[src/sv/ffea_ram.sv]
// generic single-port-write, single-port-read ram with registered read
module ffea_ram #(
    parameter int unsigned WIDTH = 32,
    parameter int unsigned DEPTH = 64
) (
    input  logic                     i_clk,
    input  logic                     i_we,
    input  logic [$clog2(DEPTH)-1:0] i_waddr,
    input  logic [WIDTH-1:0]         i_wdata,
    input  logic [$clog2(DEPTH)-1:0] i_raddr,
    output logic [WIDTH-1:0]         o_rdata
);
    logic [WIDTH-1:0] r_mem [DEPTH];
    logic [WIDTH-1:0] r_rdata;

    // write port and registered read port
    always_ff @(posedge i_clk) begin
        if (i_we) begin
            r_mem[i_waddr] <= i_wdata;
        end
        r_rdata <= r_mem[i_raddr];
    end

    assign o_rdata = r_rdata;
endmodule

[config.mk]
export PLATFORM = sky130hd
export DESIGN_NAME = ffea_ram
export DESIGN_NICKNAME = d
export VERILOG_FILES = /design/src/sv/ffea_ram.sv
export SDC_FILE = /design/constraint.sdc
export NUM_CORES = 2
export LEC_CHECK = 0
export BUFFER_PORTS_ARGS = -buffer_cell sky130_fd_sc_hd__buf_4
export CAP_MARGIN = 0
export CORE_ASPECT_RATIO = 0.75
export CORE_UTILIZATION = 40
export CTS_BUF_LIST = sky130_fd_sc_hd__clkbuf_4
export DETAILED_ROUTE_END_ITERATION = 6
export MAX_ROUTING_LAYER = met4
export SLEW_MARGIN = 5
export SYNTH_ARGS = -nofsm -noshare
export SYNTH_HDL_FRONTEND = slang
export SYNTH_SLANG_ARGS = --single-unit
[constraint.sdc]
create_clock -name i_clk -period 4.3 [get_ports i_clk]
set_clock_uncertainty 0.2 [all_clocks]
set_input_delay 0.215 -clock i_clk [delete_from_list [all_inputs] [get_ports i_clk]]
set_output_delay 0.215 -clock i_clk [all_outputs]
set_load 0.005 [all_outputs]
==> summary.md <==
| Metric | Value |
|---|---|
| Sequential share of the synthesized area | `about four fifths` |
| Routed len/inst | `30.1 um` |
| Synth top area cells | `edfxtp_1 78%, mux4_2 16%, mux2i_1 1.2%, dfxtp_1 0.82%, o22ai_1 0.67%` |
| Residual DRC | `1` |
| Number of global-route vias before repair | `39.7k` |
| Layout cell share with drive strength beyond 1 | `37.7%` |
| Setup_tns | `0 ns` |
| Yosys warns | `0` |
| Core Rows | `140` |
| Global-route wire length before repair | `294 mm` |
| Hold Path Sink | `r_mem[55][20]` |
| Post-layout min period | `4.18 ns` |
| Post-Syn Area | `0.0785 mm2` |
| Worst EP required | `5.44 ns` |
| All-Layer GR Usage | `22.0%` |
| Nets | `4050` |
| Type of origin of the critical path | `input port` |
| Reg-to-reg slack, setup | `0.13 ns` |
| Max-cap viol count | `0` |
| Worst min path class | `in2reg` |
| Synth unique cells | `34` |
| Reg2Reg Depth | `10` |
| Syn avg cell area | `23.6 um2` |
| Die W | `514 um` |
| Pins Over Slew Limit | `0` |
| Setup bufs post-CTS | `0` |
| Final ANT Viol Nets | `0` |
| Post-synth top area cell | `edfxtp_1` |
| Min-delay src | `i_waddr[2]` |
| GRT overflow | `0` |
| Seq pwr share | `55.7%` |
| Commonest non-fill, non-tap cell in the layout | `edfxtp_1` |
| CTS tree | `built` |
| Synthesis-to-finish area growth | `16.6%` |
| Via count | `between 30k and 40k` |
| RSZ-0062 raised after global routing | `false` |
| Most frequent cells in the layout | `2048 x edfxtp_1, 729 x clkbuf_4, 544 x mux4_2` |
| Final Util | `47.0%` |
| Initial Utilization | `40.3%` |
| Port Buffers | `77` |
| H-tree depth | `5` |
| Slew @ Worst Pin | `1.15 ns` |
| CORE AREA | `0.195 mm2` |
| Iter 0 DRT Violations | `4760` |
| Critical R2R Capture | `o_rdata[18]` |
| DP HPWL | `113 mm` |
| Non-Filler Instances | `6995` |
| Die area | `about 0.20 mm2` |
| Highest clock rate | `239 MHz` |
| Routability cong. | `approximately 0.8` |
| Sinks on Clock Net | `between 2k and 2.5k` |
| Crit end category | `flop` |
| CTS root buf | `clkbuf_4` |
| Top cell type's share of synthesized area | `78.3%` |
| Initial antenna violation count | `14` |
| WS Path Type | `in2reg` |
| Final Cycle Share | `97.1%` |
| DR vias/cell | `around 5.6` |
| Clock slew at reported path FFs | `0.08 ns` |
| Post-Syn Instances | `3324` |
| Status | `finished with violations` |
| Detailed Route WL | `210 mm` |
| Final setup fails | `0` |
| Yosys reg bits | `around 2.1k` |
| Hold-critical path depth | `5` |
| Comb pwr share | `under 10%` |
| Sw Share | `22.3%` |
| Count of final hold-check violations | `0` |
| Clock Path Buffers | `4` |
| Leakage | `around 0.03 uW` |
| Peak supply drop | `~0.32 mV` |
| Switching pwr | `between 9000 and 10000 uW` |
| Placed Instances | `6009` |
| Clock network power share | `38.6%` |
| Clock buffer count from CTS | `484` |
| Pin count of the biggest net entering global routing | `85` |
| PD cells | `442 mW/mm2` |
| Worst-Skew Late Latency | `1.40 ns` |
| Int Pwr | `31400 uW` |
| Arrival time at the worst endpoint | `approximately 5.3 ns` |
| Io pins | `78` |
| Worst R2R Start | `r_mem[55][18]` |
| Drt first pass iters | `7` |
| Die Ht | `between 300 and 400 um` |
| Rel. slew slack | `23.1%` |
| Failing checks | `design-rule violations` |
| Worst Path Max Fanout | `39` |
| Net Count, Synth | `3370` |
final cells by class:
| type | instances | area (um2) |
|---|---|---|
| fillers | 16100 | 103000 |
| flip-flops and latches | 2080 | 62100 |
| multi-input cells | 1062 | 16000 |
| clock buffers | 729 | 5470 |
| repair buffers | 376 | 4040 |
| well taps | 2627 | 3290 |
| clock inverters | 107 | 583 |
| diodes | 14 | 35.0 |
power groups by stage:
stage                     Combinational, uW  Clock (uW)  Sequential [uW]
final                                  2310       15600            22500
after global routing                   2440       17000            22500
after CTS                              2310       16000            22500
after detailed placement               2100           0            23000
after global placement                 2080           0            23000
after floorplan                        1090           0            22900
repair_timing:
action                      CTS  global route
setup endpoints to repair     0             1
resized for setup             0             5
hold endpoints to repair   3940             0
hold buffers                136             0
through the flow:
stage          hold WS, ns  power (uW)  setup WS, ns  cell area [um2]
2_1_floorplan        0.114       24000         0.725            78500
3_3_place_gp         0.413       25100         0.584            83500
3_5_place_dp         0.414       25100         0.630            83500
4_1_cts            0.00813       40800       0.00109            91500
5_1_grt             0.0644       41900       0.00910            91500
6_report             0.148       40400         0.123            91500
cell usage after synthesis:
cell type,number
or3_1,3
buf_6,5
nand4_1,2
a311oi_1,8
buf_4,25
o221ai_1,27
buf_1,21
nor2_1,137
dfxtp_1,32
o22ai_1,84
or2_0,1
nand2_1,26
a31oi_1,1
mux2i_1,93
buf_2,57
or3b_1,2
a22oi_1,12
o32ai_1,4
a21oi_1,62
nand2b_1,8
nand4b_1,1
clkbuf_1,74
edfxtp_1,2048
nand3_1,5
nand3b_1,5
mux4_2,544
a41o_1,4
and2_1,2
or3b_2,3
nor2b_1,15
or2_2,1
nor3_1,7
or2_1,1
and3_1,4
worst max-delay path, cell delays in order:
cell and delay, ns:
dlygate4sd3_1 0.59, clkbuf_16 0.38, buf_16 0.35, mux4_2 0.58, mux2i_4 0.27, nand3b_1 0.11, dlygate4sd3_1 0.57, a31oi_1 0.16
dlygate4sd3_1 0.58, buf_4 0.12, dlygate4sd3_1 0.61, nor2_1 0.05, dlygate4sd3_1 0.58
cell families (layout without fill, tap and decap cells):
family	count (synthesis)	in the layout	synth area share [%]
AND/OR/NAND/NOR	223	223	1.27
flip-flops	2080	2080	79.1
AO/OA/AOI/OAI	202	202	1.67
other	0	14	0
multiplexers	637	637	16.8
buffers and inverters	182	1212	1.13
worst max-delay path by stage:
| stage | start | endpoint | slack, ns | depth (start not counted) |
|---|---|---|---|---|
| after detailed placement | i_raddr[0] | o_rdata[0] | 0.63 | 7 |
| after floorplan | i_waddr[3] | r_mem[48][0] | 0.73 | 4 |
| after global placement | i_raddr[0] | o_rdata[0] | 0.58 | 7 |
| after CTS | i_raddr[0] | o_rdata[18] | 0.001 | 13 |
| final | i_raddr[0] | o_rdata[18] | 0.12 | 13 |
| after global routing | r_mem[50][18] | o_rdata[18] | 0.009 | 10 |
flip-flops by register name, indices dropped and copies added (netlist names):
signal / count
o_rdata: 32
r_mem: 2048
metal layers:
| layer | vias to the layer above | track usage [%] | wire, um |
|---|---|---|---|
| met5 | - | - | 0 |
| met4 | 0 | 6.19 | 3740 |
| met3 | 262 | 4.94 | 19700 |
| met2 | 1958 | 32.2 | 96700 |
| met1 | 21200 | 30.9 | 90200 |
| li1 | 16000 | - | - |
Note: power is estimated with default switching activity, not from simulation.
